--- config.mk ---
export PLATFORM = sky130hd
export DESIGN_NAME = ctf_queue
export DESIGN_NICKNAME = d
export VERILOG_FILES = /design/src/hw/rtl/ctf_pkg.sv /design/src/hw/rtl/ctf_queue.sv
export SDC_FILE = /design/constraint.sdc
export NUM_CORES = 1
export LEC_CHECK = 0
export ABC_AREA = 0
export BUFFER_PORTS_ARGS = -buffer_cell sky130_fd_sc_hd__buf_4
export CAP_MARGIN = 20
export CORE_ASPECT_RATIO = 1.25
export CORE_MARGIN = 2
export CORE_UTILIZATION = 40
export CTS_CLUSTER_DIAMETER = 100
export DETAILED_ROUTE_END_ITERATION = 10
export MAX_ROUTING_LAYER = met4
export PLACE_DENSITY = 0.61
export SLEW_MARGIN = 20
export SYNTH_ARGS = -nofsm -noshare
export SYNTH_HDL_FRONTEND = slang
export SYNTH_SLANG_ARGS = --single-unit
--- constraint.sdc ---
create_clock -name clk_i -period 10.7 [get_ports clk_i]
set_input_delay 1.07 -clock clk_i [delete_from_list [all_inputs] [get_ports clk_i]]
set_output_delay 1.07 -clock clk_i [all_outputs]
set_load 0.02 [all_outputs]
--- src/hw/rtl/ctf_pkg.sv ---
package ctf_pkg;

  // iteration counts, queue depth and counter widths
  localparam int CordicSteps = 16;
  localparam int CordicIters = (CordicSteps < 32) ? CordicSteps : 32;
  localparam int CordicCntW  = $clog2(CordicIters);
  localparam int SqrtSteps   = 24;
  localparam int SqrtCntW    = $clog2(SqrtSteps + 1);
  localparam int QDepth      = 2;
  localparam int QPtrW       = $clog2(QDepth);
  localparam int QCntW       = $clog2(QDepth + 1);

  // angle and scale constants
  localparam logic signed [34:0] Deg180Q24 = 35'sd3019898880;
  localparam logic signed [25:0] Deg180Q15 = 26'sd5898240;
  localparam logic signed [30:0] RadQ24    = 31'sd961263669;

  // register reset values and indexes
  localparam logic [15:0] GyroWeightRst   = 16'd58982;
  localparam logic [15:0] SamplePeriodRst = 16'd655;
  localparam logic        CfgGyroWeight   = 1'b0;
  localparam logic        CfgSamplePeriod = 1'b1;

  typedef struct packed {
    logic signed [15:0] accel_x;
    logic signed [15:0] accel_y;
    logic signed [15:0] accel_z;
    logic signed [15:0] gyro_x;
    logic signed [15:0] gyro_y;
  } in_item_t;

  typedef struct packed {
    logic signed [23:0] roll_angle;
    logic signed [23:0] pitch_angle;
    logic               was_first;
  } out_item_t;

  typedef struct packed {
    logic signed [24:0] roll_y;
    logic signed [24:0] roll_x;
    logic signed [24:0] pitch_y;
    logic [30:0]        ysq;
    logic [30:0]        zsq;
    logic signed [15:0] gyro_x;
    logic signed [15:0] gyro_y;
  } entry_t;

  typedef struct packed {
    logic [15:0] gyro_weight;
    logic [15:0] sample_period;
  } cfg_t;

  typedef struct packed {
    logic               start;
    logic signed [24:0] y;
    logic signed [24:0] x;
  } cordic_req_t;

  typedef struct packed {
    logic               done;
    logic signed [25:0] angle;
  } cordic_rsp_t;

  // arctangent of 2^-i in Q.24 degrees
  function automatic logic [29:0] atan_q24(input logic [4:0] i);
    logic [29:0] r;
    unique case (i)
      5'd0:  r = 30'd754974720;
      5'd1:  r = 30'd445687602;
      5'd2:  r = 30'd235489088;
      5'd3:  r = 30'd119537938;
      5'd4:  r = 30'd60000934;
      5'd5:  r = 30'd30029717;
      5'd6:  r = 30'd15018523;
      5'd7:  r = 30'd7509720;
      5'd8:  r = 30'd3754917;
      5'd9:  r = 30'd1877466;
      5'd10: r = 30'd938734;
      5'd11: r = 30'd469367;
      5'd12: r = 30'd234684;
      5'd13: r = 30'd117342;
      5'd14: r = 30'd58671;
      5'd15: r = 30'd29335;
      5'd16: r = 30'd14668;
      5'd17: r = 30'd7334;
      5'd18: r = 30'd3667;
      5'd19: r = 30'd1833;
      5'd20: r = 30'd917;
      5'd21: r = 30'd458;
      5'd22: r = 30'd229;
      5'd23: r = 30'd115;
      5'd24: r = 30'd57;
      5'd25: r = 30'd29;
      5'd26: r = 30'd14;
      5'd27: r = 30'd7;
      5'd28: r = 30'd4;
      5'd29: r = 30'd2;
      5'd30: r = 30'd1;
      5'd31: r = 30'd0;
    endcase
    return r;
  endfunction

  // saturate to the q9.15 range
  function automatic logic signed [23:0] clamp_ang(input logic signed [29:0] v);
    logic signed [23:0] r;
    if (v > 30'sd8388607) begin
      r = 24'sh7FFFFF;
    end else if (v < -30'sd8388608) begin
      r = 24'sh800000;
    end else begin
      r = v[23:0];
    end
    return r;
  endfunction

endpackage

--- src/hw/rtl/ctf_queue.sv ---
module ctf_queue (
  input  logic            clk_i,
  input  logic            rst_ni,
  input  logic            push_valid_i,
  input  ctf_pkg::entry_t push_data_i,
  output logic            push_ready_o,
  output logic            pop_valid_o,
  output ctf_pkg::entry_t pop_data_o,
  input  logic            pop_ready_i
);

  ctf_pkg::entry_t                 mem_q [ctf_pkg::QDepth];
  logic [ctf_pkg::QPtrW-1:0]       wr_ptr_q, rd_ptr_q;
  logic [ctf_pkg::QCntW-1:0]       count_q;
  logic                            push, pop;

  assign push_ready_o = count_q != ctf_pkg::QCntW'(ctf_pkg::QDepth);
  assign pop_valid_o  = count_q != '0;
  assign push         = push_valid_i && push_ready_o;
  assign pop          = pop_valid_o && pop_ready_i;
  assign pop_data_o   = mem_q[rd_ptr_q];

  always_ff @(posedge clk_i or negedge rst_ni) begin
    if (!rst_ni) begin
      wr_ptr_q <= '0;
      rd_ptr_q <= '0;
      count_q  <= '0;
    end else begin
      if (push) begin
        wr_ptr_q <= (wr_ptr_q == ctf_pkg::QPtrW'(ctf_pkg::QDepth - 1)) ? '0 : wr_ptr_q + 1'b1;
      end
      if (pop) begin
        rd_ptr_q <= (rd_ptr_q == ctf_pkg::QPtrW'(ctf_pkg::QDepth - 1)) ? '0 : rd_ptr_q + 1'b1;
      end
      if (push && !pop) begin
        count_q <= count_q + 1'b1;
      end else if (pop && !push) begin
        count_q <= count_q - 1'b1;
      end
    end
  end

  always_ff @(posedge clk_i) begin
    if (push) begin
      mem_q[wr_ptr_q] <= push_data_i;
    end
  end

`ifndef ASSERT_OFF
  a_count_bound: assert property (@(posedge clk_i) disable iff (!rst_ni)
    count_q <= ctf_pkg::QCntW'(ctf_pkg::QDepth))
    else $error("queue count above depth");
  a_pop_count: assert property (@(posedge clk_i) disable iff (!rst_ni)
    (pop && !push) |=> count_q == $past(count_q) - 1'b1)
    else $error("queue count not lowered on pop");
`endif

endmodule

After elaboration in Yosys (flattened, before gate mapping) --
Memories as Yosys holds them, arrays and structs flattened. Index checks and enable logic that the tools add are counted.
Operators by class: equality and inequality tests 1, add/subtract/negate cells 4, reductions and logical operators 8, divide/modulo/power cells 0, $lt $le $gt $ge 0, mux-type cells 6, multiply operators 0, shift operators 0, bitwise logic cells 0
Operators by type and width (number):
- $logic_and 1x1->1 | 4
- $mux 1 | 4
- $mux 2 | 2
- $reduce_bool 2->1 | 2
- $add 1x1->1 const B | 2
- $add 2x1->2 const B | 1
- $logic_not 1->1 | 2
- $ne 2x2->1 const B | 1
- $sub 2x1->2 const B | 1
Word-level totals: RAM bits 338, memory bits (read-only) 0, flip-flop bits (word level) 4, memories 1, bits of input ports 173, word-level logic and storage cells 23, bits in latches 0, output and inout port bits 171
Memory list:
- mem_q | words 2, width 169, read ports 1, clocked after Yosys merged registers in 0, wr ports 1, RTL line ctf_queue.sv:12 | ctf_pkg::entry_t mem_q [ctf_pkg::QDepth];

Depth between registers and ports, before layout --
word-level depth 6, depth in mapped cells 7, mapped depth without buffers 7

Least setup slack after synthesis --
Ideal clock, no wire load.
kind input-to-reg, from input port push_valid_i, to memory mem_q[0][0] (netlist name), enable pin, stages on the path 2, arrival 8.177 ns, library setup time 0.701 ns, setup slack 1.822 ns, required time 10.000 ns, buffers on the path 0, cell sequence nand2_1 nor2_1
On the way: word-level cells in the longest chain between the ends 3
RTL lines:
- start, declared | RTL line ctf_queue.sv:4 | input logic push_valid_i,
- $logic_and 1x1->1 | RTL line ctf_queue.sv:19 | assign push = push_valid_i && push_ready_o;
- $mux 1 | RTL line ctf_queue.sv:44 | if (push) begin
- $mux 1 (not written as such) | RTL line ctf_queue.sv:45 | mem_q[wr_ptr_q] <= push_data_i;
- end, declared | RTL line ctf_queue.sv:12
Every way passes these cells.

==> metrics.yaml <==
outcome: "completed"
core_area_um2: 31700
postRouteAntennaNets: 0
synth.avg_cell_area_um2: 23.5
start_util: 0.404
post_cts_buffers: 0
synth_area_leaders: "edfxtp_1 79%, mux2_4 12%, mux2_2 6.1%"
fill_cells: 2579
dieArea_um2: 33400
numCtsBuffers: 34
track_usage: 0.150
first_iter_violations: 320
cts_tree: "done"
fin_setup_tns_ns: 0
yosysWarnings: 0
ys_ff_latch: 342
setup_violations: 0
area_delta_synth_final_pct: 31.3
vias: 6290
grt_pass1_vias: 6483
fin_nets: 1084
drive_above_1_share: 0.605
worstSetupPathType: "reg -> out"
die_w_um: 164
fin_util: 0.530
synth_top_area_cell: "edfxtp_1"
clockRootBuffer: "clkbuf_16"
grt_first_pass_wirelength_mm: 36.2
hold_violations: 0
maxSlewHeadroom: 0.270
hpwl_mm: 17.1
grt_max_degree: 74
hold_class: "in -> async"
antenna_found_initial: 0
worst_setup_path_start_kind: "register"
route.detailed.drc: 0
rsz0062_at_grt: "no"
clk_path_buf_depth: 3
finalCritPeriodShare: 0.390
wl_per_cell_um: 19.0
synth_fp_nets: 718
postCtsHoldBufs: 0
netlist_instances: 544
finalCriticalPeriod_ns: 4.18
maxCapViolations: 0
diodes: 0
crit_path_end_kind: "output pin"
drt-total-wl_mm: 25.5
p_leak_uw: 0.00650
fin_total_pwr_uw: 4800
fp-row-count: 73
cts_resized: 0
postLayoutCellArea_um2: 16800
globalplace.congestion: 0.762
synth_top_cell_area_share: 0.793
critical_path_arrival_ns: 3.11
clk_pin_slew_ns: 0.06
worst_pin_slew_ns: 1.10
drv_slew: 0
firstDrtPassIters: 4
die_y_um: 204
ios: 344
ys_seq_area_frac: 0.801
cts_max_level: 2
fmax_mhz: 240
pwr_density_cell_nw_per_um2: 286
multi_input_area_um2: 2380
portBuffers: 343
dpl_cell_area_um2: 15800
synth_area_um2: 12800
critPathMaxFanout: 64
viasPerCell: 4.69
clk_latency_ns: 0.52
gr-total-overflow: 0
regArea_um2: 10300
ir_drop_uv: 208
crit_required_ns: 9.63
clock-sinks: 342
skew_ns: 0.0136
synth.distinct_cells: 15
layer usage:
layer	routed length, um	GRT usage	up-vias
met4	811	0.0576	0
met5	0	-	-
met1	9240	0.160	3094
met2	13100	0.254	247
met3	2320	0.0554	53
li1	-	-	2896
synthesized netlist by cell type:
cell	instances
edfxtp_1	338
nor2_1	2
mux2_2	69
xor2_1	2
and3_1	1
inv_1	1
or2_2	1
nand2b_1	1
buf_6	12
xnor2_1	3
dfrtp_1	4
ha_1	1
nand2_1	2
mux2_4	100
buf_2	7
per-stage QoR:
stage	instances	hold slack, ns	setup slack (ns)
finish	1341	0.347	6.52
global route	1341	0.319	6.37
CTS	1341	0.320	6.45
detailed placement	1286	0.477	7.01
global placement	1286	0.482	7.04
floorplan	544	0.456	1.82
layout by cell type (no fill, tap or decap), drive strengths merged:
master,instances
edfxtp,338
buf,349
inv,1
nand2,2
dfrtp,4
clkinv,9
xor2,2
or2,1
ha,1
mux2,169
nand2b,1
clkbuf,45
bufinv,1
nor2,2
and3,1
xnor2,3
cells by family (layout without fill, tap and decap cells):
kind of cell / Yosys count / in the layout / share of synthesized area
XOR/XNOR: 5 / 5 / 0.00342
adder cells (fa/ha/maj): 1 / 1 / 0.000978
flip-flops: 342 / 342 / 0.801
AND/OR/NAND/NOR: 7 / 7 / 0.00264
multiplexers: 169 / 169 / 0.178
buffers and inverters: 20 / 405 / 0.0136
path summary, 6_finish.rpt:
kind / from / slack [ns] / cells after the start / to
max reg2reg: count_q[0] / 7.93 / 4 / mem_q[0][117]
max in group asynchronous: rst_ni / 10.24 / 1 / rd_ptr_q
max: rd_ptr_q / 6.52 / 3 / pop_data_o[27]
min in group clk_i: count_q[1] / 0.49 / 1 / count_q[1]
min: rst_ni / 0.35 / 1 / wr_ptr_q
min reg2reg: count_q[1] / 0.49 / 1 / count_q[1]
registers in the layout (all words and copies together), names as in the netlist:
register / cells
mem_q: 338
count_q: 2
rd_ptr_q: 1
wr_ptr_q: 1
worst max-delay path, cell delays in order, from the launching register on:
cell	delay [ns]
dfrtp_4	0.93
buf_4	0.96
mux2_2	0.43
buf_4	0.16
report_power, final:
group / switching [uW] / internal [uW]
Sequential: 111 / 1840
Combinational: 916 / 828
Clock: 458 / 648
Total: 1490 / 3310
cell type report:
class	count	area share
Clock inverter	10	0.00417
Tap cell	412	0.0307
Timing Repair Buffer	349	0.156
Sequential cell	342	0.610
Clock buffer	45	0.0569
Multi-Input combinational cell	182	0.142
Inverter	1	0.000223
(Power assumes the default switching activity.)
