--- src/hw/rtl/ctf_pkg.sv ---
package ctf_pkg;

  // iteration counts, queue depth and counter widths
  localparam int CordicSteps = 16;
  localparam int CordicIters = (CordicSteps < 32) ? CordicSteps : 32;
  localparam int CordicCntW  = $clog2(CordicIters);
  localparam int SqrtSteps   = 24;
  localparam int SqrtCntW    = $clog2(SqrtSteps + 1);
  localparam int QDepth      = 2;
  localparam int QPtrW       = $clog2(QDepth);
  localparam int QCntW       = $clog2(QDepth + 1);

  // angle and scale constants
  localparam logic signed [34:0] Deg180Q24 = 35'sd3019898880;
  localparam logic signed [25:0] Deg180Q15 = 26'sd5898240;
  localparam logic signed [30:0] RadQ24    = 31'sd961263669;

  // register reset values and indexes
  localparam logic [15:0] GyroWeightRst   = 16'd58982;
  localparam logic [15:0] SamplePeriodRst = 16'd655;
  localparam logic        CfgGyroWeight   = 1'b0;
  localparam logic        CfgSamplePeriod = 1'b1;

  typedef struct packed {
    logic signed [15:0] accel_x;
    logic signed [15:0] accel_y;
    logic signed [15:0] accel_z;
    logic signed [15:0] gyro_x;
    logic signed [15:0] gyro_y;
  } in_item_t;

  typedef struct packed {
    logic signed [23:0] roll_angle;
    logic signed [23:0] pitch_angle;
    logic               was_first;
  } out_item_t;

  typedef struct packed {
    logic signed [24:0] roll_y;
    logic signed [24:0] roll_x;
    logic signed [24:0] pitch_y;
    logic [30:0]        ysq;
    logic [30:0]        zsq;
    logic signed [15:0] gyro_x;
    logic signed [15:0] gyro_y;
  } entry_t;

  typedef struct packed {
    logic [15:0] gyro_weight;
    logic [15:0] sample_period;
  } cfg_t;

  typedef struct packed {
    logic               start;
    logic signed [24:0] y;
    logic signed [24:0] x;
  } cordic_req_t;

  typedef struct packed {
    logic               done;
    logic signed [25:0] angle;
  } cordic_rsp_t;

  // arctangent of 2^-i in Q.24 degrees
  function automatic logic [29:0] atan_q24(input logic [4:0] i);
    logic [29:0] r;
    unique case (i)
      5'd0:  r = 30'd754974720;
      5'd1:  r = 30'd445687602;
      5'd2:  r = 30'd235489088;
      5'd3:  r = 30'd119537938;
      5'd4:  r = 30'd60000934;
      5'd5:  r = 30'd30029717;
      5'd6:  r = 30'd15018523;
      5'd7:  r = 30'd7509720;
      5'd8:  r = 30'd3754917;
      5'd9:  r = 30'd1877466;
      5'd10: r = 30'd938734;
      5'd11: r = 30'd469367;
      5'd12: r = 30'd234684;
      5'd13: r = 30'd117342;
      5'd14: r = 30'd58671;
      5'd15: r = 30'd29335;
      5'd16: r = 30'd14668;
      5'd17: r = 30'd7334;
      5'd18: r = 30'd3667;
      5'd19: r = 30'd1833;
      5'd20: r = 30'd917;
      5'd21: r = 30'd458;
      5'd22: r = 30'd229;
      5'd23: r = 30'd115;
      5'd24: r = 30'd57;
      5'd25: r = 30'd29;
      5'd26: r = 30'd14;
      5'd27: r = 30'd7;
      5'd28: r = 30'd4;
      5'd29: r = 30'd2;
      5'd30: r = 30'd1;
      5'd31: r = 30'd0;
    endcase
    return r;
  endfunction

  // saturate to the q9.15 range
  function automatic logic signed [23:0] clamp_ang(input logic signed [29:0] v);
    logic signed [23:0] r;
    if (v > 30'sd8388607) begin
      r = 24'sh7FFFFF;
    end else if (v < -30'sd8388608) begin
      r = 24'sh800000;
    end else begin
      r = v[23:0];
    end
    return r;
  endfunction

endpackage

--- src/hw/rtl/ctf_cordic.sv ---
module ctf_cordic (
  input  logic                 clk_i,
  input  logic                 rst_ni,
  input  ctf_pkg::cordic_req_t req_i,
  output ctf_pkg::cordic_rsp_t rsp_o
);

  logic                            busy_q, done_q;
  logic [ctf_pkg::CordicCntW-1:0]  cnt_q;
  logic signed [43:0]              x_q, y_q, xn, yn, dx, dy;
  logic signed [34:0]              acc_q, an, atan, rnd, acc0;
  logic signed [25:0]              angle_q;
  logic [4:0]                      idx;
  logic                            last, neg, zero_y, zero_x;
  logic signed [25:0]              ys26, xs26, ya, xa;

  always_comb begin
    idx  = 5'(cnt_q);
    dx   = y_q >>> idx;
    dy   = x_q >>> idx;
    atan = {5'b0, ctf_pkg::atan_q24(idx)};
    if (!y_q[43]) begin
      xn = x_q + dx;
      yn = y_q - dy;
      an = acc_q + atan;
    end else begin
      xn = x_q - dx;
      yn = y_q + dy;
      an = acc_q - atan;
    end
    last = cnt_q == ctf_pkg::CordicCntW'(ctf_pkg::CordicIters - 1);
    rnd  = an + 35'sd256;

    // left half plane: turn by 180 degrees first
    zero_y = req_i.y == '0;
    zero_x = req_i.x == '0;
    neg    = req_i.x[24];
    ys26   = {req_i.y[24], req_i.y};
    xs26   = {req_i.x[24], req_i.x};
    ya     = neg ? -ys26 : ys26;
    xa     = neg ? -xs26 : xs26;
    if (!neg) begin
      acc0 = '0;
    end else if (!req_i.y[24]) begin
      acc0 = ctf_pkg::Deg180Q24;
    end else begin
      acc0 = -ctf_pkg::Deg180Q24;
    end
  end

  always_ff @(posedge clk_i or negedge rst_ni) begin
    if (!rst_ni) begin
      busy_q <= 1'b0;
      done_q <= 1'b0;
      cnt_q  <= '0;
    end else begin
      done_q <= 1'b0;
      if (req_i.start) begin
        cnt_q <= '0;
        if (zero_y) begin
          done_q <= 1'b1;
        end else begin
          busy_q <= 1'b1;
        end
      end else if (busy_q) begin
        cnt_q <= cnt_q + 1'b1;
        if (last) begin
          busy_q <= 1'b0;
          done_q <= 1'b1;
        end
      end
    end
  end

  always_ff @(posedge clk_i) begin
    if (req_i.start) begin
      x_q   <= {{2{xa[25]}}, xa, 16'b0};
      y_q   <= {{2{ya[25]}}, ya, 16'b0};
      acc_q <= acc0;
      // zero y: angle is 0 or 180 without iterating
      if (zero_x || !neg) begin
        angle_q <= '0;
      end else begin
        angle_q <= ctf_pkg::Deg180Q15;
      end
    end else if (busy_q) begin
      x_q   <= xn;
      y_q   <= yn;
      acc_q <= an;
      if (last) begin
        angle_q <= rnd[34:9];
      end
    end
  end

  assign rsp_o.done  = done_q;
  assign rsp_o.angle = angle_q;

`ifndef ASSERT_OFF
  a_start_idle: assert property (@(posedge clk_i) disable iff (!rst_ni)
    req_i.start |-> !busy_q)
    else $error("cordic started while busy");
  a_done_pulse: assert property (@(posedge clk_i) disable iff (!rst_ni)
    done_q |=> !done_q && !busy_q)
    else $error("cordic done not a single pulse");
`endif

endmodule

--- config.mk ---
export PLATFORM = sky130hd
export DESIGN_NAME = ctf_cordic
export DESIGN_NICKNAME = d
export VERILOG_FILES = /design/src/hw/rtl/ctf_pkg.sv /design/src/hw/rtl/ctf_cordic.sv
export SDC_FILE = /design/constraint.sdc
export NUM_CORES = 1
export LEC_CHECK = 0
export BUFFER_PORTS_ARGS = -buffer_cell sky130_fd_sc_hd__buf_4
export CAP_MARGIN = 0
export CORE_MARGIN = 2
export CORE_UTILIZATION = 60
export CTS_BUF_LIST = sky130_fd_sc_hd__clkbuf_8 sky130_fd_sc_hd__clkbuf_16
export CTS_CLUSTER_SIZE = 12
export DETAILED_ROUTE_END_ITERATION = 10
export HOLD_SLACK_MARGIN = 0.02
export PLACE_DENSITY = 0.79
export SLEW_MARGIN = 10
export SYNTH_ARGS = -nofsm -noshare
export SYNTH_HDL_FRONTEND = slang
export SYNTH_SLANG_ARGS = --single-unit
--- constraint.sdc ---
create_clock -name clk_i -period 10.2 [get_ports clk_i]
set_input_delay 2.04 -clock clk_i [delete_from_list [all_inputs] [get_ports clk_i]]
set_output_delay 2.04 -clock clk_i [all_outputs]
set_load 0.01 [all_outputs]
# Word level (Yosys, flattened, before mapping)
# Memory sizes are Yosys's and may differ from the RTL's.
# Index checks and enable logic that the tools add are counted.
# word_totals
romBits,480
mem_count,1
regBits,155
output_inout_bits,27
# mem_list
name,depth,width,read_ports,rd_ports_with_merged_regs,write_ports,line_no,rtl
(name not given),16,30,1,0,0,ctf_pkg.sv:67,unique case (i)
# op_classes
n_reduce_logical,7
eq_ne,2
muxes,27
shift,2
addsub,10
# ops
cell,count
$mux 44,6
$mux 35,5
$mux 26,5
$add 44x44->44,2
$sshr 44x4->44,2
$sub 44x44->44,2
$neg 25->26,2
$logic_not 25->1,2
$add 35x10->35 const B,1
$add 35x31->35,1
$sub 35x31->35,1
$mux 23,1
$mux 1,8
$mux 4,2
$add 4x1->4 const B,1
$eq 4x4->1 const B,1
$reduce_bool 2->1,2
$ne 2x2->1 const B,1
$reduce_and 2->1,1
$logic_not 1->1,1
$logic_or 1x1->1,1

# Depth between registers and ports, before layout
# An unclocked memory read counts as a cell.
# depth
depth_word,7
mapped_depth,34
ltp_nobuf,25

# Worst setup path before layout
# OpenSTA, ideal clock, no wires.
# synth_path
path_kind,reg-to-reg
start,register cnt_q[0] in the netlist's numbering
end,register angle_q[19] (data pin)
stages_incl_launch_ff,31
period_less_slack_ns,7.593
n_path_buf,9
t_arrival_ns,7.339
setup_time_ns,0.254
path_slack_ns,2.607
cell_sequence,dfrtp_1 -> buf_2 -> buf_2 -> inv_1 -> clkbuf_1 -> clkbuf_1 -> clkbuf_1 -> buf_1 -> buf_1 -> ha_1 -> clkbuf_1 -> nor2b_1 -> a211o_1 -> ha_1 -> and4_1 -> and3_1 -> or2_2 -> nand2_1 -> o21ai_0 -> ha_1 -> clkbuf_1 -> a21oi_1 -> o21ai_1 -> a31o_2 -> a41o_1 -> a211oi_1 -> nand3b_1 -> nor4_2 -> nand3_1 -> xor2_1 -> o21a_1
# synth_via
elab_chain_len,7
elab_cells_between_ends,8
classes_between,add/sub (3); mux (4); memory (1)
# synth_rtl
element,line_no,rtl
start: declaration,ctf_cordic.sv:9,logic [ctf_pkg::CordicCntW-1:0] cnt_q;
start signal: assignment,ctf_cordic.sv:66,cnt_q <= cnt_q + 1'b1;
$mem_v2 16x30 *,n/a,
$add 35x31->35 or $sub 35x31->35 (tied branches),"ctf_cordic.sv:25, ctf_cordic.sv:29",
$mux 35 *,ctf_cordic.sv:22,if (!y_q[43]) begin
$add 35x10->35 *,ctf_cordic.sv:32,rnd = an + 35'sd256;
$mux 26 *,ctf_cordic.sv:90,if (last) begin
$mux 26 *,ctf_cordic.sv:86,end else if (busy_q) begin
$mux 26 *,ctf_cordic.sv:76,if (req_i.start) begin
end signal: assignment,ctf_cordic.sv:84,angle_q <= ctf_pkg::Deg180Q15;
end signal: assignment,ctf_cordic.sv:91,angle_q <= rnd[34:9];
end: declaration,ctf_cordic.sv:12,logic signed [25:0] angle_q;
# Mark *: on every way between the ends. The rest lies on a longest branch, timed or not. The select of a mux whose other input is x is not followed.
# A chain may end at the register's enable or synchronous reset.

# Worst setup path after layout
# layout_path
start,register cnt_q[1] in the netlist's numbering
end,register angle_q[19] (data pin)
# layout_via
elab_chain_len,7
elab_cells_between_ends,8
classes_between,add/sub (3); mux (4); memory (1)
# layout_rtl
element,line_no,rtl
$mem_v2 16x30 *,n/a,
$add 35x31->35 or $sub 35x31->35 (tied branches),"ctf_cordic.sv:25, ctf_cordic.sv:29",
$mux 35 *,ctf_cordic.sv:22,
via an[9],ctf_cordic.sv:11,"logic signed [34:0] acc_q, an, atan, rnd, acc0;"
$add 35x10->35 *,ctf_cordic.sv:32,
$mux 26 *,ctf_cordic.sv:90,
$mux 26 *,ctf_cordic.sv:86,
$mux 26 *,ctf_cordic.sv:76,
# Mark *: on every way through the listed nets, which the timed path passes. The rest lies on a longest branch. The select of a mux whose other input is x is not followed.

==> flow_metrics.tcl <==
set metrics [dict create \
    totalWireLength_mm 63.6 \
    drive_above_1_share_pct 10.6 \
    slew_violations 0 \
    ys_top_cells_by_area "edfxtp_1, mux4_2, ha_1" \
    synthAdderAreaFrac_pct 8.27 \
    synth_top_family_by_area "compound AO/OA/AOI/OAI gates" \
    synthMuxAreaShare_pct 14.6 \
    fin_crit_sh_pct 76.6 \
    ys_top_cells_by_count "nand2_1, nor2_1, a21oi_1, o21ai_0, xnor2_1" \
    placed_cell_area_sq_um 22100 \
    area_delta_synth_final_pct 5.67 \
    die_x_um 193 \
    cts_hold_buf 0 \
    cp.required_ns 10.42 \
    grt_pass1_vias 19350 \
    io_buffers 79 \
    cts-htree-levels 4 \
    clk_latency_ns 0.46 \
    max-cap-violations 0 \
    rows 69 \
    postLayoutCoreUtil_pct 64.0 \
    vias 20413 \
    crit_fanout 67 \
    final_nets 2772 \
    setup_tns_ns 0 \
    status "complete, no violations" \
    pin_count 80 \
    synthFlopType "edfxtp_1" \
    diodes 0 \
    start_kind "register" \
    crit_arrival_ns 8.03 \
    synth_edf_count 117 \
    die_area_sq_um 37300 \
    worst_setup_path_end_kind "register" \
    synthCells 2621 \
    synth_compound_area_share_pct 22.3 \
    rsz0062_at_grt "no" \
    fmax_mhz 128 \
    min_period_ns 7.81 \
    ys_seq_elements 155 \
    dp_slack_ns 2.45 \
    fin_skew_ns 0.0115 \
    fin_ws_ns 2.39 \
    hp-class "reg -> reg" \
    grt_pass1_wl_mm 101 \
    cts_resized 0 \
    die_y_um 193 \
    clockBufferDepth 2 \
    grt_max_degree 84 \
    initial_core_util_pct 60.6 \
    wire_per_inst_um 20.8 \
    yosysTopAreaCellShare_pct 16.4 \
    cts_tree "built" \
    worstMarginPinSlew_ns 0.959 \
    cts_setup_buffers 0 \
    coreArea_sq_um 35400 \
    ys_types 95 \
    cts.sinks 155 \
    seq_area_frac_synth_pct 20.1 \
    slew_headroom_pct 36.0 \
    fin_area_sq_um 22700 \
    path_clk_slew_ns 0.07 \
    gp_congestion 0.956 \
    hold_viol 0 \
    overflow 0 \
    drt_iter0_drc 1968 \
    synth_simple_gate_area_share_pct 19.1 \
    viasPerCell 6.69 \
    groute.usage.overall_pct 34.2 \
    synthArstFlopShare_pct 3.87 \
    cts_inserted_buffers 17 \
    synth_nets 2814 \
    firstDrtPassIters 7 \
    synth_warnings 0 \
    dpl.hpwl_mm 48.2 \
    synthXorXnorAreaFrac_pct 11.3 \
    synth_area_sq_um 21400 \
    finalSetupViolCount 0 \
    antenna_left 0 \
    yosysTopAreaCell "edfxtp_1" \
    cts-root-buf "clkbuf_16" \
    grt_antenna_before_repair 0 \
    synth.most_common_cell "nand2_1" \
    critical_path_class "reg -> reg" \
    drcViolationCount 0 \
    postSynthAreaPerCell_sq_um 8.18 \
]
==> metrics by stage <==
| stage | hold WS [ns] | instances |
|---|---|---|
| finish | 0.512 | 3053 |
| CTS | 0.502 | 3053 |
| global placement | 0.486 | 3021 |
| floorplan | 0.466 | 2621 |
| global route | 0.560 | 3053 |
| detailed placement | 0.496 | 3021 |
==> routing by layer <==
layer	track usage [%]	share of wire, %	vias to the layer above
met5	0	0	-
met2	59.2	49	936
met3	5.16	6.8	235
met1	40.3	38	9619
met4	19.8	6.3	0
li1	-	-	9623
==> cell usage in the layout, fill, tap and decap left out, drive strengths merged, types with 9 or more instances in the layout <==
| master | count |
|---|---|
| nand2 | 314 |
| o31ai | 28 |
| a221oi | 10 |
| nor4 | 16 |
| edfxtp | 117 |
| nand4 | 21 |
| a21o | 74 |
| mux2 | 29 |
| a31oi | 46 |
| a21oi | 209 |
| and3 | 29 |
| mux4 | 90 |
| a211oi | 25 |
| a211o | 9 |
| nor3 | 41 |
| and2 | 23 |
| o22ai | 16 |
| o21bai | 9 |
| or4 | 12 |
| nor2 | 240 |
| o21a | 27 |
| or3 | 13 |
| o211ai | 13 |
| o41ai | 11 |
| ha | 137 |
| or2 | 12 |
| o21ai | 196 |
| dfxtp | 32 |
| nand3 | 55 |
| mux2i | 77 |
| xor2 | 98 |
| buf | 97 |
| nand2b | 36 |
| inv | 70 |
| a21boi | 9 |
| clkbuf | 18 |
| xnor2 | 178 |
| nor2b | 30 |
==> final timing paths <==
| check | startpoint | endpoint | slack (ns) | cells after the start |
|---|---|---|---|---|
| worst max-delay path | cnt_q[1]$_DFFE_PN0P_ | angle_q[19]$_DFFE_PP_ | 2.39 | 23 |
| worst min-delay path | x_q[0]$_SDFFE_PP0P_ | x_q[0]$_SDFFE_PP0P_ | 0.51 | 2 |
| worst max register to register | cnt_q[1]$_DFFE_PN0P_ | angle_q[19]$_DFFE_PP_ | 2.39 | 23 |
| worst min register to register | x_q[0]$_SDFFE_PP0P_ | x_q[0]$_SDFFE_PP0P_ | 0.51 | 2 |
| max in group asynchronous | rst_ni | cnt_q[3]$_DFFE_PN0P_ | 8.67 | 1 |
| min in group asynchronous | rst_ni | done_q$_DFF_PN0_ | 1.38 | 1 |
==> cell type report <==
class                           instances  area [sq um]
Timing Repair Buffer                   97           728
Sequential cell                       155          4320
Clock inverter                         14           136
Tap cell                              461           577
Clock buffer                           18           450
Fill cell                            3100         12700
Inverter                               64           241
Multi-Input combinational cell       2244         16200
==> logic make-up (layout without fill, tap and decap cells) <==
| group | after synthesis | in the layout |
|---|---|---|
| xor+xnor | 276 | 276 |
| mux | 196 | 196 |
| simple gates | 873 | 873 |
| compound gates | 759 | 759 |
| flops | 155 | 155 |
| buf+inv | 222 | 193 |
| fa+ha+maj | 140 | 140 |
==> critical path, stage by stage, from the launching register on <==
cell and delay [ns]:
dfrtp_4 0.88, buf_4 0.85, ha_1 0.34, nand2_1 0.08, a31oi_1 0.36, nand2_1 0.11, nor2_1 0.18, and4_1 0.28
nor2_1 0.08, xnor2_1 0.18, ha_1 0.37, nand4_1 0.13, a2111oi_0 0.59, or2_1 0.29, or3_1 0.15, and2_1 0.16
ha_1 0.20, o311ai_0 0.25, nor4_1 0.63, nand4b_1 0.39, nor4_2 0.49, nand3_1 0.17, xor2_1 0.18, o21a_1 0.19
==> flip-flops by register name, indices dropped and copies added (netlist names) <==
signal / cells
busy_q: 1
cnt_q: 4
acc_q: 35
angle_q: 26
x_q: 44
done_q: 1
y_q: 44
Power is left out: the tool's default activity adds up to more than one toggle a clock period on the data nets, which glitch-free logic cannot reach.
