[src/hw/rtl/ctf_pkg.sv]
package ctf_pkg;

  // iteration counts, queue depth and counter widths
  localparam int CordicSteps = 16;
  localparam int CordicIters = (CordicSteps < 32) ? CordicSteps : 32;
  localparam int CordicCntW  = $clog2(CordicIters);
  localparam int SqrtSteps   = 24;
  localparam int SqrtCntW    = $clog2(SqrtSteps + 1);
  localparam int QDepth      = 2;
  localparam int QPtrW       = $clog2(QDepth);
  localparam int QCntW       = $clog2(QDepth + 1);

  // angle and scale constants
  localparam logic signed [34:0] Deg180Q24 = 35'sd3019898880;
  localparam logic signed [25:0] Deg180Q15 = 26'sd5898240;
  localparam logic signed [30:0] RadQ24    = 31'sd961263669;

  // register reset values and indexes
  localparam logic [15:0] GyroWeightRst   = 16'd58982;
  localparam logic [15:0] SamplePeriodRst = 16'd655;
  localparam logic        CfgGyroWeight   = 1'b0;
  localparam logic        CfgSamplePeriod = 1'b1;

  typedef struct packed {
    logic signed [15:0] accel_x;
    logic signed [15:0] accel_y;
    logic signed [15:0] accel_z;
    logic signed [15:0] gyro_x;
    logic signed [15:0] gyro_y;
  } in_item_t;

  typedef struct packed {
    logic signed [23:0] roll_angle;
    logic signed [23:0] pitch_angle;
    logic               was_first;
  } out_item_t;

  typedef struct packed {
    logic signed [24:0] roll_y;
    logic signed [24:0] roll_x;
    logic signed [24:0] pitch_y;
    logic [30:0]        ysq;
    logic [30:0]        zsq;
    logic signed [15:0] gyro_x;
    logic signed [15:0] gyro_y;
  } entry_t;

  typedef struct packed {
    logic [15:0] gyro_weight;
    logic [15:0] sample_period;
  } cfg_t;

  typedef struct packed {
    logic               start;
    logic signed [24:0] y;
    logic signed [24:0] x;
  } cordic_req_t;

  typedef struct packed {
    logic               done;
    logic signed [25:0] angle;
  } cordic_rsp_t;

  // arctangent of 2^-i in Q.24 degrees
  function automatic logic [29:0] atan_q24(input logic [4:0] i);
    logic [29:0] r;
    unique case (i)
      5'd0:  r = 30'd754974720;
      5'd1:  r = 30'd445687602;
      5'd2:  r = 30'd235489088;
      5'd3:  r = 30'd119537938;
      5'd4:  r = 30'd60000934;
      5'd5:  r = 30'd30029717;
      5'd6:  r = 30'd15018523;
      5'd7:  r = 30'd7509720;
      5'd8:  r = 30'd3754917;
      5'd9:  r = 30'd1877466;
      5'd10: r = 30'd938734;
      5'd11: r = 30'd469367;
      5'd12: r = 30'd234684;
      5'd13: r = 30'd117342;
      5'd14: r = 30'd58671;
      5'd15: r = 30'd29335;
      5'd16: r = 30'd14668;
      5'd17: r = 30'd7334;
      5'd18: r = 30'd3667;
      5'd19: r = 30'd1833;
      5'd20: r = 30'd917;
      5'd21: r = 30'd458;
      5'd22: r = 30'd229;
      5'd23: r = 30'd115;
      5'd24: r = 30'd57;
      5'd25: r = 30'd29;
      5'd26: r = 30'd14;
      5'd27: r = 30'd7;
      5'd28: r = 30'd4;
      5'd29: r = 30'd2;
      5'd30: r = 30'd1;
      5'd31: r = 30'd0;
    endcase
    return r;
  endfunction

  // saturate to the q9.15 range
  function automatic logic signed [23:0] clamp_ang(input logic signed [29:0] v);
    logic signed [23:0] r;
    if (v > 30'sd8388607) begin
      r = 24'sh7FFFFF;
    end else if (v < -30'sd8388608) begin
      r = 24'sh800000;
    end else begin
      r = v[23:0];
    end
    return r;
  endfunction

endpackage

[src/hw/rtl/ctf_front.sv]
module ctf_front (
  input  logic              clk_i,
  input  logic              rst_ni,
  input  logic              in_valid_i,
  input  ctf_pkg::in_item_t in_data_i,
  output logic              in_stall_o,
  output logic              push_valid_o,
  output ctf_pkg::entry_t   push_data_o,
  input  logic              push_ready_i
);

  logic            valid_q;
  ctf_pkg::entry_t entry_q, entry_d;
  logic            accept;

  logic signed [24:0] ax25, ay25, az25;
  logic signed [31:0] ay32, az32, ysq32, zsq32;

  assign in_stall_o = valid_q && !push_ready_i;
  assign accept     = in_valid_i && !in_stall_o;

  always_comb begin
    ax25  = {{9{in_data_i.accel_x[15]}}, in_data_i.accel_x};
    ay25  = {{9{in_data_i.accel_y[15]}}, in_data_i.accel_y};
    az25  = {{9{in_data_i.accel_z[15]}}, in_data_i.accel_z};
    ay32  = {{16{in_data_i.accel_y[15]}}, in_data_i.accel_y};
    az32  = {{16{in_data_i.accel_z[15]}}, in_data_i.accel_z};
    ysq32 = ay32 * ay32;
    zsq32 = az32 * az32;
    // roll works on (ay, -az), pitch on (-ax * 256, magnitude)
    entry_d.roll_y  = ay25;
    entry_d.roll_x  = -az25;
    entry_d.pitch_y = -(ax25 <<< 8);
    entry_d.ysq     = ysq32[30:0];
    entry_d.zsq     = zsq32[30:0];
    entry_d.gyro_x  = in_data_i.gyro_x;
    entry_d.gyro_y  = in_data_i.gyro_y;
  end

  always_ff @(posedge clk_i or negedge rst_ni) begin
    if (!rst_ni) begin
      valid_q <= 1'b0;
    end else if (accept) begin
      valid_q <= 1'b1;
    end else if (push_ready_i) begin
      valid_q <= 1'b0;
    end
  end

  always_ff @(posedge clk_i) begin
    if (accept) begin
      entry_q <= entry_d;
    end
  end

  assign push_valid_o = valid_q;
  assign push_data_o  = entry_q;

endmodule

[config.mk]
export PLATFORM = sky130hd
export DESIGN_NAME = ctf_front
export DESIGN_NICKNAME = d
export VERILOG_FILES = /design/src/hw/rtl/ctf_pkg.sv /design/src/hw/rtl/ctf_front.sv
export SDC_FILE = /design/constraint.sdc
export NUM_CORES = 1
export LEC_CHECK = 0
export ABC_AREA = 1
export BUFFER_PORTS_ARGS = -buffer_cell sky130_fd_sc_hd__buf_2
export CAP_MARGIN = 40
export CORE_UTILIZATION = 35
export CTS_CLUSTER_SIZE = 24
export DETAILED_ROUTE_END_ITERATION = 12
export SETUP_SLACK_MARGIN = 0.1
export SYNTH_ARGS = -nofsm -noshare
export SYNTH_HDL_FRONTEND = slang
export SYNTH_SLANG_ARGS = --single-unit
[constraint.sdc]
create_clock -name clk_i -period 10.6 [get_ports clk_i]
set_clock_uncertainty 0.05 [all_clocks]
set_input_delay 0 -clock clk_i [delete_from_list [all_inputs] [get_ports clk_i]]
set_output_delay 0 -clock clk_i [all_outputs]
set_load 0.03 [all_outputs]
# Word-level counts from Yosys, hierarchy flattened

Cells that the tools add are included.

Output and inout port bits: 171
Flip-flop bits (word level): 161
Bits in writable memories: 0
Word-level logic and storage cells: 19
Bits of input ports: 84
ROM bits: 0
Memories: 0
Latch bits: 0

$add $sub $neg: 2
$lt $le $gt $ge: 0
Bitwise gates (word level): 0
Equal/unequal tests: 0
Shifts and indexed selects: 0
Divide/modulo/power cells: 0
Reduce and logical (&&, ||, !) cells: 5
$mul: 2
Multiplexer cells: 2

Operator list:

| operator                     | count |
|---|---|
| multiplier 16 x 16 -> 31 bit | 2 |
| negation 16 -> 25 bit        | 1 |
| negation 24 -> 25 bit        | 1 |
| logical AND 1 bit            | 2 |
| logical NOT 1 bit            | 2 |
| two-way mux 1 bit            | 2 |
| nonzero test 2 bit           | 1 |

# Longest topological paths before layout

Gate-level depths: netlist of run 1.

Depth after elaboration: 5
Depth in mapped cells: 27
Mapped depth without buffers: 25

# Worst setup path after synthesis of run 1

Ideal clock, no wire load.

Path kind: reg-to-reg
From: reg valid_q, in the netlist push_valid_o
To: reg entry_q, in the netlist push_data_o[0] (enable)
Data arrival time: 6.936 ns
Path slack: 2.955 ns
Period minus slack after synthesis: 7.645 ns
Stages on the path, launching flop included: 4
Library setup time: 0.658 ns
Data required time: 9.892 ns
Buffers on the path: 0
Path through: dfrtp_1 -> nand2_1 -> inv_1 -> nor2_1

Longest elaborated chain between the ends: 3

Ends and longest elaborated chain:

| item                   | RTL line        | source |
|---|---|---|
| start, declared        | ctf_front.sv:12 | `logic valid_q;` |
| start signal, assigned | ctf_front.sv:42 | `valid_q <= 1'b0;` |
| start signal, assigned | ctf_front.sv:44 | `valid_q <= 1'b1;` |
| start signal, assigned | ctf_front.sv:46 | `valid_q <= 1'b0;` |
| logical AND 1 bit      | ctf_front.sv:19 | `assign in_stall_o = valid_q && !push_ready_i;` |
| net in_stall_o         | ctf_front.sv:6  | `output logic in_stall_o,` |
| logical NOT 1 bit      | ctf_front.sv:20 | `assign accept = in_valid_i && !in_stall_o;` |
| logical AND 1 bit      | ctf_front.sv:20 |  |
| net accept             | ctf_front.sv:14 | `logic accept;` |
| end signal, assigned   | ctf_front.sv:52 | `entry_q <= entry_d;` |
| end, declared          | ctf_front.sv:13 | `ctf_pkg::entry_t entry_q, entry_d;` |

The timed path passes the listed nets, and every way through them passes these cells.
A chain may end at the register's enable or synchronous reset.

==> results of run 1 <==
==> registers in the layout, indices dropped and copies added (netlist names) <==
name and cells:
push_valid_o 1, push_data_o 148
==> repair_timing <==
item / in CTS / in global routing
hold buffers: 84 / 0
gates resized for setup: 0 / 0
endpoints found under the hold margin: 72 / 0
==> metal layers <==
metal | share of wire (%) | vias to the layer above | track usage (%)
li1 | - | 8466 | -
met1 | 45 | 8677 | 23.4
met2 | 48 | 409 | 30.2
met3 | 4.8 | 53 | 2.73
met4 | 1.7 | 2 | 4.76
met5 | 0.022 | - | 0
==> area by class of cell <==
class	instances	area (µm²)	share of cell area, %
Clock inverter	15	145	0.526
Multi-Input combinational cell	1654	16100	58.4
Tap cell	882	1100	4.00
Sequential cell	149	4470	16.2
Timing Repair Buffer	329	2080	7.55
Clock buffer	17	425	1.54
Inverter	862	3250	11.8
==> critical path: stages <==
cell                            delay (ns)
sky130_fd_sc_hd__dlygate4sd3_1        0.53
sky130_fd_sc_hd__buf_2                0.44
sky130_fd_sc_hd__clkinv_1             0.52
sky130_fd_sc_hd__nor2_1               0.36
sky130_fd_sc_hd__fa_1                 0.47
sky130_fd_sc_hd__inv_1                0.09
sky130_fd_sc_hd__fa_1                 0.44
sky130_fd_sc_hd__fa_1                 0.51
sky130_fd_sc_hd__inv_1                0.05
sky130_fd_sc_hd__fa_1                 0.48
sky130_fd_sc_hd__inv_1                0.05
sky130_fd_sc_hd__fa_1                 0.48
sky130_fd_sc_hd__inv_1                0.06
sky130_fd_sc_hd__fa_1                 0.45
sky130_fd_sc_hd__ha_1                 0.42
sky130_fd_sc_hd__nand2_1              0.10
sky130_fd_sc_hd__nor2_1               0.15
sky130_fd_sc_hd__nand3_1              0.18
sky130_fd_sc_hd__nor3_1               0.17
sky130_fd_sc_hd__nand2_1              0.17
sky130_fd_sc_hd__inv_1                0.09
sky130_fd_sc_hd__nor2_1               0.05
sky130_fd_sc_hd__nand2_1              0.05
sky130_fd_sc_hd__nand2_1              0.05
==> synthesized netlist by cell type, types with 3 or more instances <==
library cell	number
sky130_fd_sc_hd__inv_1	838
sky130_fd_sc_hd__nand2_1	572
sky130_fd_sc_hd__fa_1	458
sky130_fd_sc_hd__ha_1	172
sky130_fd_sc_hd__edfxtp_1	148
sky130_fd_sc_hd__nor2_1	102
sky130_fd_sc_hd__nand3_1	81
sky130_fd_sc_hd__xor2_1	68
sky130_fd_sc_hd__a21oi_1	57
sky130_fd_sc_hd__clkbuf_1	51
sky130_fd_sc_hd__nand4_1	29
sky130_fd_sc_hd__buf_4	21
sky130_fd_sc_hd__inv_2	18
sky130_fd_sc_hd__nor3_1	18
sky130_fd_sc_hd__o21ai_0	16
sky130_fd_sc_hd__o21bai_1	12
sky130_fd_sc_hd__xnor2_1	12
sky130_fd_sc_hd__buf_1	7
sky130_fd_sc_hd__o21ai_1	7
sky130_fd_sc_hd__and2_1	6
sky130_fd_sc_hd__buf_2	6
sky130_fd_sc_hd__a31oi_1	5
sky130_fd_sc_hd__nor2_2	5
sky130_fd_sc_hd__a21o_1	4
sky130_fd_sc_hd__clkinv_1	4
sky130_fd_sc_hd__a31o_2	3
sky130_fd_sc_hd__buf_6	3
sky130_fd_sc_hd__nand3b_1	3
==> kinds of logic after synthesis <==
| group | Yosys count | synth area share, % |
|---|---|---|
| flip-flops | 149 | 18.5 |
| buffers and inverters | 950 | 15.2 |
| other | 1 | 0.0155 |
| AND/OR/NAND/NOR | 829 | 14.2 |
| adder cells (fa/ha/maj) | 630 | 46.8 |
| AO/OA/AOI/OAI | 105 | 2.42 |
| XOR/XNOR | 80 | 2.89 |
==> path summary, 6_finish.rpt <==
kind / endpoint / cells past startpoint / startpoint / slack (ns)
worst max-delay path: push_data_o[93] / 24 / in_data_i[63] / 4.42
worst min-delay path: push_data_o[133] / 2 / in_data_i[46] / 0.06
worst max register to register: push_data_o[75] / 4 / push_valid_o / 8.74
worst min register to register: push_valid_o / 3 / push_valid_o / 1.00
max in group asynchronous: push_valid_o / 3 / rst_ni / 10.10
min in group asynchronous: push_valid_o / 3 / rst_ni / 0.30
==> metrics by stage <==
step,instance area (µm²),cells
detailed placement,26200,3792
global placement,26200,3792
CTS,27600,3908
floorplan,24200,2753
global route,27600,3908
finish,27600,3908
==> results.yml, run 1 <==
worst_setup_path:
  worstSetupEndpointType: "flop"
  critical_path_class: "primary input to flop"
  critical_path.max_fanout: 24
  setup.worst_path.start_class: "primary input"
  timing.critical_path.required_ns: 10.79
  crit_arrival_ns: 6.37
synthesis:
  netlist.area_leader.share_pct: 37.9
  yosys_register_bits: 149
  syn_inst: 2744
  synthesis.area_per_instance_um2: 8.82
  synth-seq-area-share_pct: 18.5
  edff_count_synth: 148
  library_cell_with_the_largest_summed_area_after_synthesis: "sky130_fd_sc_hd__fa_1"
  async_flop_share_pct: 0.671
  postSynth.topFlopCell: "sky130_fd_sc_hd__edfxtp_1"
  ys.warnings.count: 0
  mappedNetlistArea_um2: 24200
  synthDistinctLibCells: 42
  synth_area_leaders: "sky130_fd_sc_hd__fa_1, sky130_fd_sc_hd__edfxtp_1, sky130_fd_sc_hd__inv_1"
worst_hold_path:
  hold_class: "primary input to flop"
timing:
  postLayoutSetupSlackWorst_ns: 4.42
  setup_repair_after_global_routing_missed_its_margin: "no"
  setup_violations: 0
  period_share_pct: 58.3
  max_freq_mhz: 162
  final-max-slew-violation-count: 0
  setup_tns_ns: 0
  worstMarginPinSlew_ns: 0.953
  final_period_minus_worst_setup_slack_ns: 6.18
  final_hold_viol_count: 0
  slew_headroom_pct: 36.4
  finalHoldWorstSlack_ns: 0.0632
route:
  postRouteAntennaNets: 0
  num_vias: 17607
  drc: 0
  route.detailed.vias_per_inst: 4.51
  route.final.wire_length_um: 58000
  wire_per_inst_um: 14.8
  detail_route.first_pass.iterations: 5
  detailedRoute.firstIterationViolations: 1003
floorplanning:
  boundaryPins: 255
  coreArea_um2: 68500
  die_height_um: 265
  floorplan.rows: 96
  fp.dieArea_um2: 70200
  dieWidth_um: 265
  initial_core_util_pct: 35.4
grt:
  initial_antenna_violation_count: 3
  grt_max_degree: 149
  gr-total-overflow: 0
  global_route_wire_length_before_repair_um: 96500
  grt_use_total_pct: 17.7
  first_global_vias: 19074
placed_design:
  dpl_worst_slack_ns: 4.55
  portBuffers: 244
  finalWeightedCongestion: 0.887
  half_perimeter_wire_length_of_the_detailed_placement_result_um: 47300
layout:
  synthToLayoutAreaGrowth_pct: 13.9
  final_nets: 3727
  drive_above_1_share_pct: 10.4
  most-common-layout-cells: "sky130_fd_sc_hd__inv_1, sky130_fd_sc_hd__nand2_1, sky130_fd_sc_hd__fa_1"
  finalCoreUtilization_pct: 40.3
  layout.cells.most_common: "sky130_fd_sc_hd__inv_1"
  n_fill_cell: 6899
  antenna_cells: 0
run_status:
  run_status: "complete, no violations"
clock_network:
  cts_buffers: 17
  ctsRootBufferMaster: "sky130_fd_sc_hd__clkbuf_16"
  clock_path_buffers: 2
  clock_sink_count: 149
  cts_max_level: 4
  clk_latency_ns: 0.48
  postCtsSetupBuffers: 0
  tritoncts: "done"
  clkSlewWorstSetupHoldPaths_ns: 0.08
job:
  cap_viol_max_count: 0
Power of run 1 is left out: the tool's default activity adds up to more than one toggle a clock period on the data nets, which glitch-free logic cannot reach.
==> run 2, diff against run 1 <==
- clock period: 10.6 -> 6.2 ns (I/O delays scaled with it)
==> run 2 against run 1 <==
  * Critical path depth shrank 3
  * Utilization grew 0.23 points
  * Via count grew 0.60%
  * Count of clock-buffer cells in the layout grew 2
  * Global-route usage grew 0.27 points
  * Sequential share of layout area shrank 0.092 points
  * Non-clock buffer count grew 18
  * Register-to-register slack lost 4.7 ns
  * Final area grew 0.57%
==> results.yml, run 2 (synthesized netlist as in run 1, its figures left out) <==
run_status:
  run_status: "complete, no violations"
grt:
  first_global_vias: 18912
  global_route_wire_length_before_repair_um: 97800
  gr-total-overflow: 0
  grt_use_total_pct: 18.0
  grt_max_degree: 41
  initial_antenna_violation_count: 0
timing:
  final-max-slew-violation-count: 0
  setup_repair_after_global_routing_missed_its_margin: "no"
  setup_tns_ns: 0
  period_share_pct: 91.1
  final_hold_viol_count: 0
  worstMarginPinSlew_ns: 0.561
  max_freq_mhz: 177
  slew_headroom_pct: 62.6
  final_period_minus_worst_setup_slack_ns: 5.65
  setup_violations: 0
floorplanning:
  boundaryPins: 255
  floorplan.rows: 96
  fp.dieArea_um2: 70200
  initial_core_util_pct: 35.4
  die_height_um: 265
  dieWidth_um: 265
  coreArea_um2: 68500
layout:
  final_nets: 3745
  multi_input_comb_area_um2: 16100
  drive_above_1_share_pct: 11.1
  layout.cells.most_common: "sky130_fd_sc_hd__inv_1"
  synthToLayoutAreaGrowth_pct: 14.5
  most-common-layout-cells: "sky130_fd_sc_hd__inv_1, sky130_fd_sc_hd__nand2_1, sky130_fd_sc_hd__fa_1"
  sequential_cell_area_um2: 4470
  flip_flop_count_of_the_largest_register_after_layout: 148
  n_fill_cell: 6941
worst_setup_path:
  critical_path.max_fanout: 15
  crit_arrival_ns: 5.85
  critical_path_class: "primary input to flop"
  setup.worst_path.start_class: "primary input"
  reg2reg_from: "push_valid_o"
  timing.critical_path.required_ns: 6.40
  setup.worst_path.end: "push_data_o[61]"
  worst_r2r_path_depth: 5
  r2r_end: "push_data_o[90]"
  r2r_setup_slack_ns: 4.05
  timing.critical_path.from: "in_data_i[39]"
  worstSetupEndpointType: "flop"
job:
  cap_viol_max_count: 0
placed_design:
  portBuffers: 244
  half_perimeter_wire_length_of_the_detailed_placement_result_um: 48600
  finalWeightedCongestion: 0.913
route:
  route.final.wire_length_um: 58700
  detailedRoute.firstIterationViolations: 1089
  postRouteAntennaNets: 0
  route.detailed.vias_per_inst: 4.51
  num_vias: 17713
  drc: 0
  wire_per_inst_um: 14.9
  detail_route.first_pass.iterations: 5
clock_network:
  tritoncts: "done"
  clk_latency_ns: 0.48
  cts_buffers: 17
  cts_max_level: 4
  ctsRootBufferMaster: "sky130_fd_sc_hd__clkbuf_16"
  clkSlewWorstSetupHoldPaths_ns: 0.07
  clock_path_buffers: 2
  clock_sink_count: 149
worst_hold_path:
  hold_class: "primary input to flop"
  startpoint_of_the_most_critical_hold_path: "in_data_i[45]"
[run 2: cell types whose count changed in the layout (fill, tap and decap cells not counted), moves of 2 or more]
cell,previous run,this run
sky130_fd_sc_hd__clkinv_1,7,5
sky130_fd_sc_hd__inv_8,4,1
sky130_fd_sc_hd__buf_4,0,23
sky130_fd_sc_hd__clkbuf_4,0,2
sky130_fd_sc_hd__dlygate4sd3_1,84,78
sky130_fd_sc_hd__buf_2,244,242
sky130_fd_sc_hd__clkbuf_1,0,2
sky130_fd_sc_hd__clkinv_2,0,2
[run 2: cell type report]
class	instances	area share [%]
clock inverter	13	0.523
sequential	149	16.1
multi-input combinational	1654	58.1
tap	882	3.98
inverter	862	11.7
clock buffer	19	1.56
antenna	1	0.00902
timing repair buffer	347	8.03
[run 2: what timing repair did]
| action | in CTS | in global routing |
|---|---|---|
| endpoints found under the setup margin | 0 | 1 |
| buffers inserted | 0 | 0 |
| resized for setup | 0 | 3 |
| hold buffers | 78 | 0 |
| endpoints found under the hold margin | 81 | 0 |
[run 2: per-layer routing]
metal  GRT usage, %  wire [µm]  up-vias
li1               -          -     8504
met1           24.2      26700     8739
met2           30.0      27900      417
met3           2.88       2960       53
met4           5.01       1080        0
met5              0          0        -
[run 2: worst min path at each step]
stage                  endpoint  slack, ns  depth (start not counted)
6_report       push_data_o[132]       0.06                          2
5_1_grt        push_data_o[147]       0.05                          2
4_1_cts        push_data_o[132]      0.008                          2
3_5_place_dp       push_valid_o      -0.27                          1
3_3_place_gp       push_valid_o      -0.27                          1
2_1_floorplan      push_valid_o      -0.35                          0
[run 2: metrics by stage]
| stage | cell area (µm²) | cells | utilization (%) | hold WS (ns) | setup WS [ns] |
|---|---|---|---|---|---|
| CTS | 27700 | 3926 | 40.5 | 0.00758 | 0.494 |
| global route | 27700 | 3926 | 40.5 | 0.0502 | 0.183 |
| detailed placement | 26400 | 3816 | 38.5 | -0.273 | 0.324 |
| floorplan | 24200 | 2753 | - | -0.346 | 0.836 |
| global placement | 26300 | 3814 | 38.4 | -0.274 | 0.294 |
| finish | 27700 | 3927 | 40.5 | 0.0577 | 0.551 |
[run 2: worst max-delay path, cell delays in order]
cell and delay (ns):
sky130_fd_sc_hd__dlygate4sd3_1 0.52, sky130_fd_sc_hd__buf_2 0.33, sky130_fd_sc_hd__nand2_1 0.25, sky130_fd_sc_hd__fa_1 0.59, sky130_fd_sc_hd__inv_1 0.13, sky130_fd_sc_hd__fa_1 0.51, sky130_fd_sc_hd__inv_1 0.05, sky130_fd_sc_hd__fa_1 0.54
sky130_fd_sc_hd__inv_1 0.05, sky130_fd_sc_hd__fa_1 0.48, sky130_fd_sc_hd__inv_1 0.06, sky130_fd_sc_hd__fa_1 0.47, sky130_fd_sc_hd__inv_1 0.05, sky130_fd_sc_hd__fa_1 0.43, sky130_fd_sc_hd__ha_1 0.38, sky130_fd_sc_hd__nand2_1 0.12
sky130_fd_sc_hd__nor3_1 0.28, sky130_fd_sc_hd__and2_1 0.23, sky130_fd_sc_hd__nand3_1 0.18, sky130_fd_sc_hd__nand4_1 0.12, sky130_fd_sc_hd__nand2_1 0.06
Power of run 2 is left out for the same reason.
